### config.mk
export PLATFORM = sky130hd
export DESIGN_NAME = sha256_byte_stream_hasher
export DESIGN_NICKNAME = d
export VERILOG_FILES = /design/src/sv/shb_pkg.sv /design/src/sv/shb_front.sv /design/src/sv/shb_core.sv /design/src/sv/sha256_byte_stream_hasher.sv
export SDC_FILE = /design/constraint.sdc
export NUM_CORES = 2
export LEC_CHECK = 0
export ABC_AREA = 1
export BUFFER_PORTS_ARGS = -buffer_cell sky130_fd_sc_hd__buf_2
export CAP_MARGIN = 40
export CORE_ASPECT_RATIO = 1.25
export CORE_MARGIN = 5
export CORE_UTILIZATION = 44
export DETAILED_ROUTE_END_ITERATION = 16
export PLACE_DENSITY = 0.71
export SLEW_MARGIN = 10
export SYNTH_ARGS = -nofsm -noshare
export SYNTH_HDL_FRONTEND = slang
export SYNTH_SLANG_ARGS = --single-unit
### constraint.sdc
create_clock -name clk -period 12.65 [get_ports clk]
set_input_delay 0.6325 -clock clk [delete_from_list [all_inputs] [get_ports clk]]
set_output_delay 0.6325 -clock clk [all_outputs]
set_load 0.1 [all_outputs]
### src/sv/shb_pkg.sv
`default_nettype none

package shb_pkg;

    // Depth of the queue between the front and the back part.
    localparam int QUEUE_DEPTH = 4;
    localparam int QPTR_W      = $clog2(QUEUE_DEPTH);

    // One input transaction and one result transaction.
    typedef struct packed {
        logic       kind;
        logic [7:0] data_byte;
    } item_t;

    typedef struct packed {
        logic [31:0] digest_word;
        logic [2:0]  word_index;
        logic        last_word;
    } digest_t;

    // Classified item as it travels through the queue.
    typedef enum logic {
        OP_DATA,
        OP_FINISH
    } op_t;

    typedef struct packed {
        op_t        op;
        logic [7:0] data_byte;
    } entry_t;

    // Back part sequencer states.
    typedef enum logic [2:0] {
        ST_IDLE,
        ST_ROUND,
        ST_ADD,
        ST_PAD,
        ST_OUT
    } state_t;

    localparam logic [7:0] PAD_MARK   = 8'h80;
    localparam logic [5:0] LEN_OFFSET = 6'd56;
    localparam logic [5:0] LAST_SLOT  = 6'd63;
    localparam logic [5:0] LAST_ROUND = 6'd63;
    localparam logic [2:0] LAST_WORD  = 3'd7;

    localparam logic [31:0] INIT_HASH [8] = '{
        32'h6a09e667, 32'hbb67ae85, 32'h3c6ef372, 32'ha54ff53a,
        32'h510e527f, 32'h9b05688c, 32'h1f83d9ab, 32'h5be0cd19
    };

    localparam logic [31:0] ROUND_K [64] = '{
        32'h428a2f98, 32'h71374491, 32'hb5c0fbcf, 32'he9b5dba5,
        32'h3956c25b, 32'h59f111f1, 32'h923f82a4, 32'hab1c5ed5,
        32'hd807aa98, 32'h12835b01, 32'h243185be, 32'h550c7dc3,
        32'h72be5d74, 32'h80deb1fe, 32'h9bdc06a7, 32'hc19bf174,
        32'he49b69c1, 32'hefbe4786, 32'h0fc19dc6, 32'h240ca1cc,
        32'h2de92c6f, 32'h4a7484aa, 32'h5cb0a9dc, 32'h76f988da,
        32'h983e5152, 32'ha831c66d, 32'hb00327c8, 32'hbf597fc7,
        32'hc6e00bf3, 32'hd5a79147, 32'h06ca6351, 32'h14292967,
        32'h27b70a85, 32'h2e1b2138, 32'h4d2c6dfc, 32'h53380d13,
        32'h650a7354, 32'h766a0abb, 32'h81c2c92e, 32'h92722c85,
        32'ha2bfe8a1, 32'ha81a664b, 32'hc24b8b70, 32'hc76c51a3,
        32'hd192e819, 32'hd6990624, 32'hf40e3585, 32'h106aa070,
        32'h19a4c116, 32'h1e376c08, 32'h2748774c, 32'h34b0bcb5,
        32'h391c0cb3, 32'h4ed8aa4a, 32'h5b9cca4f, 32'h682e6ff3,
        32'h748f82ee, 32'h78a5636f, 32'h84c87814, 32'h8cc70208,
        32'h90befffa, 32'ha4506ceb, 32'hbef9a3f7, 32'hc67178f2
    };

    // Round functions: rotations are fixed rewirings.
    function automatic logic [31:0] big_sigma0(input logic [31:0] x);
        return {x[1:0], x[31:2]} ^ {x[12:0], x[31:13]} ^ {x[21:0], x[31:22]};
    endfunction

    function automatic logic [31:0] big_sigma1(input logic [31:0] x);
        return {x[5:0], x[31:6]} ^ {x[10:0], x[31:11]} ^ {x[24:0], x[31:25]};
    endfunction

    function automatic logic [31:0] small_sigma0(input logic [31:0] x);
        return {x[6:0], x[31:7]} ^ {x[17:0], x[31:18]} ^ {3'b000, x[31:3]};
    endfunction

    function automatic logic [31:0] small_sigma1(input logic [31:0] x);
        return {x[16:0], x[31:17]} ^ {x[18:0], x[31:19]} ^ {10'b0, x[31:10]};
    endfunction

endpackage

`default_nettype wire

### src/sv/shb_front.sv
`default_nettype none

module shb_front (
    input  wire logic           clk,
    input  wire logic           rst_n,
    input  wire logic           item_valid,
    output logic                item_stall,
    input  wire shb_pkg::item_t item,
    output logic                entry_valid,
    output shb_pkg::entry_t     entry,
    input  wire logic           entry_pop
);
    import shb_pkg::*;

    entry_t              queue_reg [QUEUE_DEPTH];
    logic [QPTR_W-1:0]   wr_ptr_reg;
    logic [QPTR_W-1:0]   wr_ptr_next;
    logic [QPTR_W-1:0]   rd_ptr_reg;
    logic [QPTR_W-1:0]   rd_ptr_next;
    logic [QPTR_W:0]     count_reg;
    logic [QPTR_W:0]     count_next;
    logic                push;
    logic                pop;
    entry_t              classified;

    // The queue is full when it holds QUEUE_DEPTH entries.
    assign item_stall  = (count_reg == QUEUE_DEPTH[QPTR_W:0]);
    assign entry_valid = (count_reg != '0);
    assign entry       = queue_reg[rd_ptr_reg];
    assign push        = item_valid && !item_stall;
    assign pop         = entry_pop && entry_valid;

    // Classify the incoming transaction before it is queued.
    always_comb
    begin
        classified.op        = item.kind ? OP_FINISH : OP_DATA;
        classified.data_byte = item.kind ? 8'h00 : item.data_byte;
    end

    // Pointer and occupancy updates.
    always_comb
    begin
        wr_ptr_next = wr_ptr_reg;
        rd_ptr_next = rd_ptr_reg;
        count_next  = count_reg;
        if (push)
        begin
            wr_ptr_next = (wr_ptr_reg == QPTR_W'(QUEUE_DEPTH - 1)) ? '0 : wr_ptr_reg + 1'b1;
        end
        if (pop)
        begin
            rd_ptr_next = (rd_ptr_reg == QPTR_W'(QUEUE_DEPTH - 1)) ? '0 : rd_ptr_reg + 1'b1;
        end
        case ({push, pop})
            2'b10:   count_next = count_reg + 1'b1;
            2'b01:   count_next = count_reg - 1'b1;
            default: count_next = count_reg;
        endcase
    end

    always_ff @(posedge clk or negedge rst_n)
    begin
        if (!rst_n)
        begin
            wr_ptr_reg <= '0;
            rd_ptr_reg <= '0;
            count_reg  <= '0;
        end
        else
        begin
            wr_ptr_reg <= wr_ptr_next;
            rd_ptr_reg <= rd_ptr_next;
            count_reg  <= count_next;
        end
    end

    // Queue storage holds payload only.
    always_ff @(posedge clk)
    begin
        if (push)
        begin
            queue_reg[wr_ptr_reg] <= classified;
        end
    end

endmodule

`default_nettype wire

### src/sv/shb_core.sv
`default_nettype none

module shb_core (
    input  wire logic            clk,
    input  wire logic            rst_n,
    input  wire logic            entry_valid,
    input  wire shb_pkg::entry_t entry,
    output logic                 entry_pop,
    output logic                 digest_valid,
    input  wire logic            digest_stall,
    output shb_pkg::digest_t     digest
);
    import shb_pkg::*;

    state_t        state_reg;
    state_t        state_next;
    logic [511:0]  block_reg;
    logic [5:0]    fill_reg;
    logic [63:0]   msg_reg;
    logic          mark_reg;
    logic          len_run_reg;
    logic          fin_reg;
    logic [5:0]    round_reg;
    logic [2:0]    word_reg;
    logic [31:0]   work_reg  [8];
    logic [31:0]   chain_reg [8];

    logic          push_en;
    logic [7:0]    push_byte;
    logic          count_en;
    logic          start_fin;
    logic          round_en;
    logic          add_en;
    logic          word_adv;
    logic          in_len;
    logic [63:0]   len_shift;
    logic [31:0]   w0;
    logic [31:0]   w1;
    logic [31:0]   w9;
    logic [31:0]   w14;
    logic [31:0]   w_new;
    logic [31:0]   t1;
    logic [31:0]   t2;
    logic [31:0]   ch;
    logic [31:0]   maj;

    // Length bytes follow the zero fill once offset 56 is reached.
    assign in_len    = !mark_reg && (len_run_reg || (fill_reg == LEN_OFFSET));
    assign len_shift = {msg_reg[60:0], 3'b000} << {fill_reg[2:0], 3'b000};

    // Message schedule taps on the block shift line.
    assign w0    = block_reg[511:480];
    assign w1    = block_reg[479:448];
    assign w9    = block_reg[223:192];
    assign w14   = block_reg[63:32];
    assign w_new = w0 + small_sigma0(w1) + w9 + small_sigma1(w14);

    // One compression round.
    assign ch  = (work_reg[4] & work_reg[5]) ^ (~work_reg[4] & work_reg[6]);
    assign maj = (work_reg[0] & work_reg[1]) ^ (work_reg[0] & work_reg[2])
               ^ (work_reg[1] & work_reg[2]);
    assign t1  = work_reg[7] + big_sigma1(work_reg[4]) + ch + ROUND_K[round_reg] + w0;
    assign t2  = big_sigma0(work_reg[0]) + maj;

    // Digest words are read straight from the chaining state.
    assign digest.digest_word = chain_reg[word_reg];
    assign digest.word_index  = word_reg;
    assign digest.last_word   = (word_reg == LAST_WORD);

    // Next state.
    always_comb
    begin
        state_next = state_reg;
        case (state_reg)
            ST_IDLE:
            begin
                if (entry_valid)
                begin
                    if (entry.op == OP_FINISH)
                    begin
                        state_next = ST_PAD;
                    end
                    else if (fill_reg == LAST_SLOT)
                    begin
                        state_next = ST_ROUND;
                    end
                end
            end
            ST_PAD:
            begin
                if (fill_reg == LAST_SLOT)
                begin
                    state_next = ST_ROUND;
                end
            end
            ST_ROUND:
            begin
                if (round_reg == LAST_ROUND)
                begin
                    state_next = ST_ADD;
                end
            end
            ST_ADD:
            begin
                if (fin_reg && len_run_reg)
                begin
                    state_next = ST_OUT;
                end
                else if (fin_reg)
                begin
                    state_next = ST_PAD;
                end
                else
                begin
                    state_next = ST_IDLE;
                end
            end
            ST_OUT:
            begin
                if (!digest_stall && (word_reg == LAST_WORD))
                begin
                    state_next = ST_IDLE;
                end
            end
            default:
            begin
                state_next = ST_IDLE;
            end
        endcase
    end

    // Control outputs of the sequencer.
    always_comb
    begin
        entry_pop    = 1'b0;
        push_en      = 1'b0;
        push_byte    = 8'h00;
        count_en     = 1'b0;
        start_fin    = 1'b0;
        round_en     = 1'b0;
        add_en       = 1'b0;
        digest_valid = 1'b0;
        word_adv     = 1'b0;
        case (state_reg)
            ST_IDLE:
            begin
                entry_pop = entry_valid;
                if (entry_valid && (entry.op == OP_DATA))
                begin
                    push_en   = 1'b1;
                    push_byte = entry.data_byte;
                    count_en  = 1'b1;
                end
                else if (entry_valid)
                begin
                    start_fin = 1'b1;
                end
            end
            ST_PAD:
            begin
                push_en = 1'b1;
                if (mark_reg)
                begin
                    push_byte = PAD_MARK;
                end
                else if (in_len)
                begin
                    push_byte = len_shift[63:56];
                end
            end
            ST_ROUND:
            begin
                round_en = 1'b1;
            end
            ST_ADD:
            begin
                add_en = 1'b1;
            end
            ST_OUT:
            begin
                digest_valid = 1'b1;
                word_adv     = !digest_stall;
            end
            default:
            begin
                entry_pop = 1'b0;
            end
        endcase
    end

    // Control and chaining state.
    always_ff @(posedge clk or negedge rst_n)
    begin
        if (!rst_n)
        begin
            state_reg   <= ST_IDLE;
            fill_reg    <= '0;
            msg_reg     <= '0;
            mark_reg    <= 1'b0;
            len_run_reg <= 1'b0;
            fin_reg     <= 1'b0;
            round_reg   <= '0;
            word_reg    <= '0;
            for (int i = 0; i < 8; i++)
            begin
                chain_reg[i] <= INIT_HASH[i];
            end
        end
        else
        begin
            state_reg <= state_next;
            if (push_en)
            begin
                fill_reg <= fill_reg + 6'd1;
                mark_reg <= 1'b0;
                if (in_len && (state_reg == ST_PAD))
                begin
                    len_run_reg <= 1'b1;
                end
            end
            if (count_en)
            begin
                msg_reg <= msg_reg + 64'd1;
            end
            if (start_fin)
            begin
                fin_reg  <= 1'b1;
                mark_reg <= 1'b1;
            end
            if (round_en)
            begin
                round_reg <= round_reg + 6'd1;
            end
            if (add_en)
            begin
                for (int i = 0; i < 8; i++)
                begin
                    chain_reg[i] <= chain_reg[i] + work_reg[i];
                end
            end
            if (word_adv)
            begin
                word_reg <= word_reg + 3'd1;
                if (word_reg == LAST_WORD)
                begin
                    fill_reg    <= '0;
                    msg_reg     <= '0;
                    fin_reg     <= 1'b0;
                    len_run_reg <= 1'b0;
                    for (int i = 0; i < 8; i++)
                    begin
                        chain_reg[i] <= INIT_HASH[i];
                    end
                end
            end
        end
    end

    // Block shift line and working variables.
    always_ff @(posedge clk)
    begin
        if (push_en)
        begin
            block_reg <= {block_reg[503:0], push_byte};
            if (fill_reg == LAST_SLOT)
            begin
                for (int i = 0; i < 8; i++)
                begin
                    work_reg[i] <= chain_reg[i];
                end
            end
        end
        if (round_en)
        begin
            block_reg   <= {block_reg[479:0], w_new};
            work_reg[0] <= t1 + t2;
            work_reg[1] <= work_reg[0];
            work_reg[2] <= work_reg[1];
            work_reg[3] <= work_reg[2];
            work_reg[4] <= work_reg[3] + t1;
            work_reg[5] <= work_reg[4];
            work_reg[6] <= work_reg[5];
            work_reg[7] <= work_reg[6];
        end
    end

endmodule

`default_nettype wire

### src/sv/sha256_byte_stream_hasher.sv
// Streaming SHA-256 hasher over a byte message.
// Input channel (item_valid, item_stall, item): each transaction carries either
// one message byte (kind 0) or a finish request (kind 1). A four-entry queue
// takes transactions while the hashing engine is busy; item_stall rises only
// when that queue is full.
// Output channel (digest_valid, digest_stall, digest): a finish request yields
// eight transactions, word 0 (most significant) first, the last one marked.
// Throughput: one data byte per cycle, except while the 64 rounds and the
// chaining add run after every 64th byte; the single round unit sets this limit.
// A finish leaves the queue, then the engine shifts in the padding bytes (9 to
// 72 bytes) and runs one or two compressions. The first digest word is valid
// once the last chaining add is done; the eight words then follow in order,
// each advancing when the receiver does not stall.
// While the receiver stalls, the current digest word holds and the engine waits;
// the queue keeps accepting until full.
// After the last digest word the block returns to its initial state for a new
// message. Reset clears the queue, the counters and loads the initial hash.
`default_nettype none

module sha256_byte_stream_hasher (
    input  wire logic             clk,
    input  wire logic             rst_n,
    input  wire logic             item_valid,
    output logic                  item_stall,
    input  wire shb_pkg::item_t   item,
    output logic                  digest_valid,
    input  wire logic             digest_stall,
    output shb_pkg::digest_t      digest
);
    import shb_pkg::*;

    logic   entry_valid;
    entry_t entry;
    logic   entry_pop;

    // Front part: accepts and classifies transactions into the queue.
    shb_front u_front (
        .clk         (clk),
        .rst_n       (rst_n),
        .item_valid  (item_valid),
        .item_stall  (item_stall),
        .item        (item),
        .entry_valid (entry_valid),
        .entry       (entry),
        .entry_pop   (entry_pop)
    );

    // Back part: block assembly, padding, compression and digest output.
    shb_core u_core (
        .clk          (clk),
        .rst_n        (rst_n),
        .entry_valid  (entry_valid),
        .entry        (entry),
        .entry_pop    (entry_pop),
        .digest_valid (digest_valid),
        .digest_stall (digest_stall),
        .digest       (digest)
    );

endmodule

`default_nettype wire
**After elaboration in Yosys (flattened, before gate mapping)**

Memories as Yosys holds them, arrays and structs flattened.
Index checks and enable logic that the tools add are counted.

- Output and inout port bits: 38
- Bits in read-only memories: 2048
- Input bits: 13
- Logic and storage cells: 181
- Bits in registers: 860
- Memory bits (writable): 292
- Memories: 3

Memory list:

| memory | depth | bits a word | read ports | clocked after memory_dff | wr ports | line | text |
|---|---|---|---|---|---|---|---|
| (no name shown) | 64 | 32 | 1 | 0 | 0 | shb_core.sv:62 | `assign t1 = work_reg[7] + big_sigma1(work_reg[4]) + ch + ROUND_K[round_reg] + w0;` |
| u_core.work_reg | 8 | 32 | 8 | 0 | 8 | shb_core.sv:25 | `logic [31:0] work_reg [8];` |
| u_front.queue_reg | 4 | 9 | 1 | 0 | 1 | shb_front.sv:15 | `entry_t queue_reg [QUEUE_DEPTH];` |

- Eq/ne operators: 16
- Add/subtract/negate cells: 26
- Magnitude comparators: 2
- Multiplexer cells: 68
- Bitwise operators: 28
- Shifts and indexed selects: 1
- Reductions and logical operators: 17

Operator list:

| cell | number |
|---|---|
| 2-to-1 mux 512 bit | 2 |
| 2-to-1 mux 256 bit | 3 |
| adder 32 bit | 18 |
| 2-to-1 mux 32 bit | 12 |
| XOR 32 bit | 9 |
| 2-to-1 mux 64 bit | 3 |
| bitwise AND 32 bit | 5 |
| binary-select mux 32 bit (select 3 bit) | 1 |
| adder 64 x 1 -> 64 bit (second input constant) | 1 |
| << shifter 64 x 6 -> 64 bit | 1 |
| 2-to-1 mux 8 bit | 4 |
| inverter 32 bit | 1 |
| XOR 32 x 22 -> 32 bit | 1 |
| XOR 32 x 29 -> 32 bit | 1 |
| 2-to-1 mux 1 bit | 27 |
| equality test 6 bit (second input constant) | 3 |
| 2-to-1 mux 3 bit | 6 |
| 2-to-1 mux 6 bit | 3 |
| one-hot mux 8 bit (2 select lines) | 1 |
| one-hot mux 3 bit (5 select lines) | 1 |
| adder 6 x 1 -> 6 bit (second input constant) | 2 |
| equality test 3 bit (second input constant) | 3 |
| OR 1 bit | 8 |
| >= comparator 7 bit (second input constant) | 1 |
| other kinds (22) | 41 |

**Logic depth before layout (Yosys ltp)**

An unclocked memory read counts as a cell.

- Depth in word-level cells: 9
- Gate-level depth with buffers: 46
- Depth with buffers taken out: 45

**Modules after synthesis**

From an unflattened synthesis, not the netlist that was laid out.

- Cell total of the unflattened synthesis: 10730
- Area total of the unflattened synthesis: 83487.6 µm²

By module, submodules not included:

| module | instances | area each (µm²) | seq. area each (µm²) | cells an instance |
|---|---|---|---|---|
| shb_core | 1 | 81436.9 | 31690.4 | 10549 |
| shb_front | 1 | 2050.7 | 1256.2 | 181 |

**Worst setup path after synthesis**

Ideal clock, no wire load.

- Kind: reg2reg
- Start: register u_core.state_reg[0]
- End: register u_core.block_reg[0] (enable)
- Setup time: 3.661 ns
- Arrival: 9.480 ns
- Buffers on the path: 2
- Required time: 8.989 ns
- Cell stages (with the launch flop): 7
- Period minus slack after synthesis: 13.140 ns
- Setup slack: -0.490 ns
- Cells stage by stage: dfrtp_1 > inv_1 > nor3_1 > inv_1 > clkbuf_1 > clkbuf_1 > nand2_1

- Longest elaborated chain between the ends: 3
- Elaborated cells between the ends (all ways): 6
- Those cells by class: 2 x eq/ne; 2 x mux; 2 x reduce/logical

Ends and longest elaborated chain:

| what | line | text |
|---|---|---|
| from (decl) | shb_core.sv:15 | `state_t state_reg;` |
| from (signal assigned) | shb_core.sv:211 | `state_reg <= state_next;` |
| equality test 3 x 2 -> 1 bit (tied with other cells) | shb_core.sv:144 | `case (state_reg)` |
| one-hot mux 1 bit (2 select lines) / 2-to-1 mux 1 bit (equally long branches) | shb_core.sv:144 |  |
| nonzero test 2 bit (no line) (*) | - |  |
| to (signal assigned) | shb_core.sv:264 | `block_reg <= {block_reg[503:0], push_byte};` |
| to (signal assigned) | shb_core.sv:275 | `block_reg <= {block_reg[479:0], w_new};` |
| to (decl) | shb_core.sv:17 | `logic [511:0] block_reg;` |

Every way passes the cells marked *; elsewhere a longest branch is shown, timed or not.
A chain may end at the register's enable or synchronous reset.

==> flow_summary.html <==
<table>
<tr><th>Metric</th><th>Value</th></tr>
<tr><th colspan="2">Clock tree</th></tr>
<tr><td>Largest buffer count on any clock path</td><td>3</td></tr>
<tr><td>H-Tree Level Count</td><td>4</td></tr>
<tr><td>Master cell of the clock root buffer</td><td>sky130_fd_sc_hd__clkbuf_16</td></tr>
<tr><td>Clock latency on the worst-skew pair</td><td>830 ps</td></tr>
<tr><td>Clock slew at reported path FFs</td><td>70 ps</td></tr>
<tr><td>Total CTS buffers</td><td>131</td></tr>
<tr><td>Number of resized instances in the post-cts repair step</td><td>0</td></tr>
<tr><td>Number of clock sinks</td><td>1149</td></tr>
<tr><td>Clock tree from TritonCTS</td><td>built</td></tr>
<tr><th colspan="2">Synth</th></tr>
<tr><td>Total nets after synthesis</td><td>11190</td></tr>
<tr><td>Synthesis warning total</td><td>0</td></tr>
<tr><td>Most used DFF post-synth</td><td>sky130_fd_sc_hd__edfxtp_1</td></tr>
<tr><td>Simple-gate portion of the synthesized area</td><td>21.11%</td></tr>
<tr><td>Fraction of synthesized cell area in xor and xnor cells</td><td>4.043%</td></tr>
<tr><td>Main combinational cell family by area after synthesis</td><td>simple AND/OR/NAND/NOR gates</td></tr>
<tr><td>Fraction of registers with async set/reset</td><td>30.03%</td></tr>
<tr><td>Post-synthesis mux area share</td><td>0.4377%</td></tr>
<tr><td>Post-synthesis share of cell area spent on full adders, half adders and majority gates</td><td>11.07%</td></tr>
<tr><td>Register area share after synthesis</td><td>39.61%</td></tr>
<tr><td>Post-Synthesis Mean Instance Area</td><td>7.866 um^2</td></tr>
<tr><td>Post-synthesis register bit count</td><td>1149</td></tr>
<tr><td>Post-synthesis cell type count</td><td>75</td></tr>
<tr><td>EDFF count, synth</td><td>804</td></tr>
<tr><td>Mapped Cells</td><td>10580</td></tr>
<tr><td>Synth Area in Compound Gates</td><td>15.91%</td></tr>
<tr><td>Synth Cell Area</td><td>83180 um^2</td></tr>
<tr><th colspan="2">GRT</th></tr>
<tr><td>First-pass GRT wire length</td><td>487.2 mm</td></tr>
<tr><td>Via count of the first global-routing pass</td><td>72270</td></tr>
<tr><td>Maximum number of pins on one net before global-route repair</td><td>197</td></tr>
<tr><td>Global-route congestion overflow total</td><td>0</td></tr>
<tr><td>Initial antenna violation count</td><td>8</td></tr>
<tr><td>Gr usage total</td><td>33.31%</td></tr>
<tr><th colspan="2">Floorplan</th></tr>
<tr><td>Core area</td><td>188200 um^2</td></tr>
<tr><td>I/O pins</td><td>51</td></tr>
<tr><td>Chip Width</td><td>398.9 um</td></tr>
<tr><td>Row count</td><td>178</td></tr>
<tr><td>Die extent in y</td><td>496.1 um</td></tr>
<tr><td>Initial standard-cell utilization of the core</td><td>44.20%</td></tr>
<tr><td>Die Outline Area</td><td>197900 um^2</td></tr>
<tr><th colspan="2">Routing</th></tr>
<tr><td>Drt first pass iters</td><td>6</td></tr>
<tr><td>Post-DR wirelength/cell</td><td>25.94 um</td></tr>
<tr><td>Post-Route WL</td><td>338.7 mm</td></tr>
<tr><td>Initial DRC count</td><td>8590</td></tr>
<tr><td>Met3 Routed Length</td><td>24.79 mm</td></tr>
<tr><td>Met1 routed wirelength after detailed routing</td><td>134.1 mm</td></tr>
<tr><td>Vias per cell</td><td>5.799</td></tr>
<tr><td>Amount of wire on met2 after detailed routing</td><td>156.6 mm</td></tr>
<tr><td>Post-detailed-route count of antenna-violating nets</td><td>0</td></tr>
<tr><td>Number of remaining DRC errors</td><td>0</td></tr>
<tr><td>Total number of vias</td><td>75710</td></tr>
<tr><td>Top routing layer in use</td><td>met5</td></tr>
<tr><th colspan="2">Critical path</th></tr>
<tr><td>Reg2Reg Launch Point</td><td>u_core.round_reg[1]$_DFFE_PN0P_</td></tr>
<tr><td>CP most frequent cell</td><td>sky130_fd_sc_hd__nand2_1</td></tr>
<tr><td>Worst-case register-to-register setup slack</td><td>3430 ps</td></tr>
<tr><td>Number of gates on the worst path with buffers counted</td><td>39</td></tr>
<tr><td>Number of buffers and inverters on the critical path</td><td>6</td></tr>
<tr><td>Req. time, crit path</td><td>13220 ps</td></tr>
<tr><td>Slowest cell on the critical path</td><td>sky130_fd_sc_hd__nor2_1</td></tr>
<tr><td>Crit-path leading delay family</td><td>adder cells</td></tr>
<tr><td>CP Launch Type</td><td>flop</td></tr>
<tr><td>WS Path Type</td><td>flop to flop</td></tr>
<tr><td>Kind of end point of the critical path</td><td>flop</td></tr>
<tr><td>Launch point of the critical path</td><td>u_core.round_reg[1]$_DFFE_PN0P_</td></tr>
<tr><td>Worst-path maximum fanout</td><td>16</td></tr>
<tr><td>Arrival @ worst endpoint</td><td>9790 ps</td></tr>
<tr><td>Cell count of the worst reg-to-reg path</td><td>39</td></tr>
<tr><td>Critical path's largest stage delay</td><td>630 ps</td></tr>
<tr><th colspan="2">Finish</th></tr>
<tr><td>Area added between synthesis and finish</td><td>8.852%</td></tr>
<tr><td>Nets</td><td>11040</td></tr>
<tr><td>Share of final-layout standard cells stronger than drive strength 1</td><td>5.867%</td></tr>
<tr><td>Flip-flop count of the largest register, all copies and words added</td><td>512</td></tr>
<tr><th colspan="2">Timing</th></tr>
<tr><td>Setup total negative slack</td><td>0 ps</td></tr>
<tr><td>RSZ-0062 raised after global routing</td><td>no</td></tr>
<tr><td>Setup violation total in the final timing report</td><td>0</td></tr>
<tr><td>Share of the clock period used by the worst path after layout</td><td>72.92%</td></tr>
<tr><td>Clock skew</td><td>66.54 ps</td></tr>
<tr><td>Worst max-slew margin expressed relative to the limit</td><td>10.89%</td></tr>
<tr><td>Transition time at the pin with the least slew margin</td><td>1337 ps</td></tr>
<tr><td>Number of hold violations in the final report</td><td>0</td></tr>
<tr><td>Tmin final</td><td>9225 ps</td></tr>
<tr><td>Number of slew-limit violations in the final report</td><td>0</td></tr>
<tr><td>Timing-limited maximum frequency</td><td>0.1084 GHz</td></tr>
<tr><th colspan="2">Placed design</th></tr>
<tr><td>Final weighted congestion of routability-driven global placement</td><td>1.020</td></tr>
<tr><td>Estimated wirelength of the detail-placed design</td><td>263.6 mm</td></tr>
<tr><td>Quantity of I/O buffers inserted on ports</td><td>50</td></tr>
<tr><th colspan="2">Hold path</th></tr>
<tr><td>Startpoint of the most critical hold path</td><td>item[8]</td></tr>
<tr><td>Cell count of the worst hold path</td><td>1</td></tr>
<tr><td>Hold Path Class</td><td>input pin to flop</td></tr>
<tr><th colspan="2">Outcome</th></tr>
<tr><td>Outcome</td><td>complete, no violations</td></tr>
<tr><th colspan="2">Run</th></tr>
<tr><td>Max-cap violations</td><td>0</td></tr>
</table>
[metrics by stage]
step / area, um^2 / cells / util (%) / worst slack (ps) / hold WS, ps
6_report: 90540 / 13060 / 48.11 / 3425 / 187.6
5_1_grt: 90540 / 13050 / 48.11 / 3061 / 164.2
4_1_cts: 90420 / 13040 / 48.05 / 3680 / 124.0
3_5_place_dp: 86040 / 12800 / 45.72 / 3707 / 481.6
3_3_place_gp: 85460 / 12770 / 45.41 / 2986 / 466.3
2_1_floorplan: 83180 / 10580 / - / 4737 / 336.9
[metal layers]
| metal | track usage, % | up-vias |
|---|---|---|
| li1 | - | 34970 |
| met2 | 54.16 | 3437 |
| met1 | 42.75 | 36480 |
| met5 | 0 | - |
| met4 | 18.85 | 6 |
| met3 | 4.743 | 812 |
[synth_stat cells, types with 6 or more instances]
library cell,number,area [um^2]
sky130_fd_sc_hd__nand2_2,6,37.54
sky130_fd_sc_hd__a221oi_1,22,192.7
sky130_fd_sc_hd__nor4_1,27,168.9
sky130_fd_sc_hd__xnor2_1,162,1419
sky130_fd_sc_hd__o21ai_1,19,95.09
sky130_fd_sc_hd__buf_4,6,45.04
sky130_fd_sc_hd__dfstp_2,136,3573
sky130_fd_sc_hd__a21oi_1,773,3869
sky130_fd_sc_hd__nor3_1,103,515.5
sky130_fd_sc_hd__o22ai_1,25,156.4
sky130_fd_sc_hd__a211oi_1,17,127.6
sky130_fd_sc_hd__o21ai_0,978,4895
sky130_fd_sc_hd__mux2_2,27,304.0
sky130_fd_sc_hd__nand3b_1,14,105.1
sky130_fd_sc_hd__a31o_2,7,61.31
sky130_fd_sc_hd__edfxtp_1,804,24140
sky130_fd_sc_hd__o211ai_1,163,1224
sky130_fd_sc_hd__ha_1,403,5042
sky130_fd_sc_hd__a31oi_1,73,456.7
sky130_fd_sc_hd__o21bai_1,75,563.0
sky130_fd_sc_hd__dfrtp_1,209,5230
sky130_fd_sc_hd__xor2_1,222,1944
sky130_fd_sc_hd__and2_1,6,37.54
sky130_fd_sc_hd__mux2i_1,6,60.06
sky130_fd_sc_hd__a21o_1,63,473.0
sky130_fd_sc_hd__o311ai_0,7,61.31
sky130_fd_sc_hd__nor2_1,676,2537
sky130_fd_sc_hd__o221ai_1,37,324.1
sky130_fd_sc_hd__o21a_1,16,120.1
sky130_fd_sc_hd__nand4_1,82,513.0
sky130_fd_sc_hd__fa_1,196,3924
sky130_fd_sc_hd__inv_1,1239,4651
sky130_fd_sc_hd__nand3_1,406,2032
sky130_fd_sc_hd__buf_2,69,345.3
sky130_fd_sc_hd__maj3_1,24,240.2
sky130_fd_sc_hd__o221a_2,9,101.4
sky130_fd_sc_hd__nor2_4,6,67.56
sky130_fd_sc_hd__clkbuf_1,348,1306
sky130_fd_sc_hd__buf_1,28,105.1
sky130_fd_sc_hd__or2_2,23,143.9
sky130_fd_sc_hd__a21boi_0,42,315.3
sky130_fd_sc_hd__nand2_1,2959,11110
[repair_timing]
action | CTS | global route
hold buffers | 1 | 0
setup buffers | 0 | 0
endpoints found under the hold margin | 28 | 0
[placed cells by master (no fill, tap or decap), types with 23 or more instances in the layout]
cell                           n
sky130_fd_sc_hd__nand4_1      82
sky130_fd_sc_hd__o211ai_1    163
sky130_fd_sc_hd__fa_1        196
sky130_fd_sc_hd__o221ai_1     37
sky130_fd_sc_hd__xor2_1      222
sky130_fd_sc_hd__dfstp_2     136
sky130_fd_sc_hd__o21bai_1     75
sky130_fd_sc_hd__edfxtp_1    804
sky130_fd_sc_hd__dfrtp_1     206
sky130_fd_sc_hd__inv_1      1235
sky130_fd_sc_hd__a21o_1       63
sky130_fd_sc_hd__maj3_1       24
sky130_fd_sc_hd__clkbuf_1     38
sky130_fd_sc_hd__nand2_1    2956
sky130_fd_sc_hd__o22ai_1      25
sky130_fd_sc_hd__buf_4        80
sky130_fd_sc_hd__a21boi_0     42
sky130_fd_sc_hd__buf_2        65
sky130_fd_sc_hd__xnor2_1     162
sky130_fd_sc_hd__ha_1        403
sky130_fd_sc_hd__nor2_1      676
sky130_fd_sc_hd__or2_2        23
sky130_fd_sc_hd__mux2_2       27
sky130_fd_sc_hd__nor4_1       27
sky130_fd_sc_hd__a31oi_1      73
sky130_fd_sc_hd__nand3_1     406
sky130_fd_sc_hd__o21ai_0     976
sky130_fd_sc_hd__nor3_1      101
sky130_fd_sc_hd__clkbuf_16   131
sky130_fd_sc_hd__a21oi_1     773
[final cells by class]
type	instances	area (um^2)
Antenna cell	3	7.507
Clock buffer	180	3572
Clock inverter	61	795.8
Fill cell	18390	97650
Inverter	1248	4713
Multi-Input combinational cell	7724	43770
Sequential cell	1149	32950
Tap cell	2520	3153
Timing Repair Buffer	171	1574
[worst paths after layout]
kind | end
worst max-delay path | u_core.work_reg[0][31]$_DFFE_PP_
worst min-delay path | u_front.queue_reg[3][8]$_DFFE_PP_
worst max register to register | u_core.work_reg[0][31]$_DFFE_PP_
worst min register to register | u_front.count_reg[1]$_DFFE_PN0P_
max in group asynchronous | u_core.round_reg[5]$_DFFE_PN0P_
min in group asynchronous | u_core.chain_reg[153]$_DFF_PN0_
[cell families after synthesis]
| group | Yosys count |
|---|---|
| multiplexers | 33 |
| adder cells (fa/ha/maj) | 623 |
| AO/OA/AOI/OAI | 2349 |
| AND/OR/NAND/NOR | 4335 |
| buffers and inverters | 1702 |
| XOR/XNOR | 384 |
| flip-flops | 1149 |
Power is left out: the tool's default activity adds up to more than one toggle a clock period on the data nets, which glitch-free logic cannot reach.
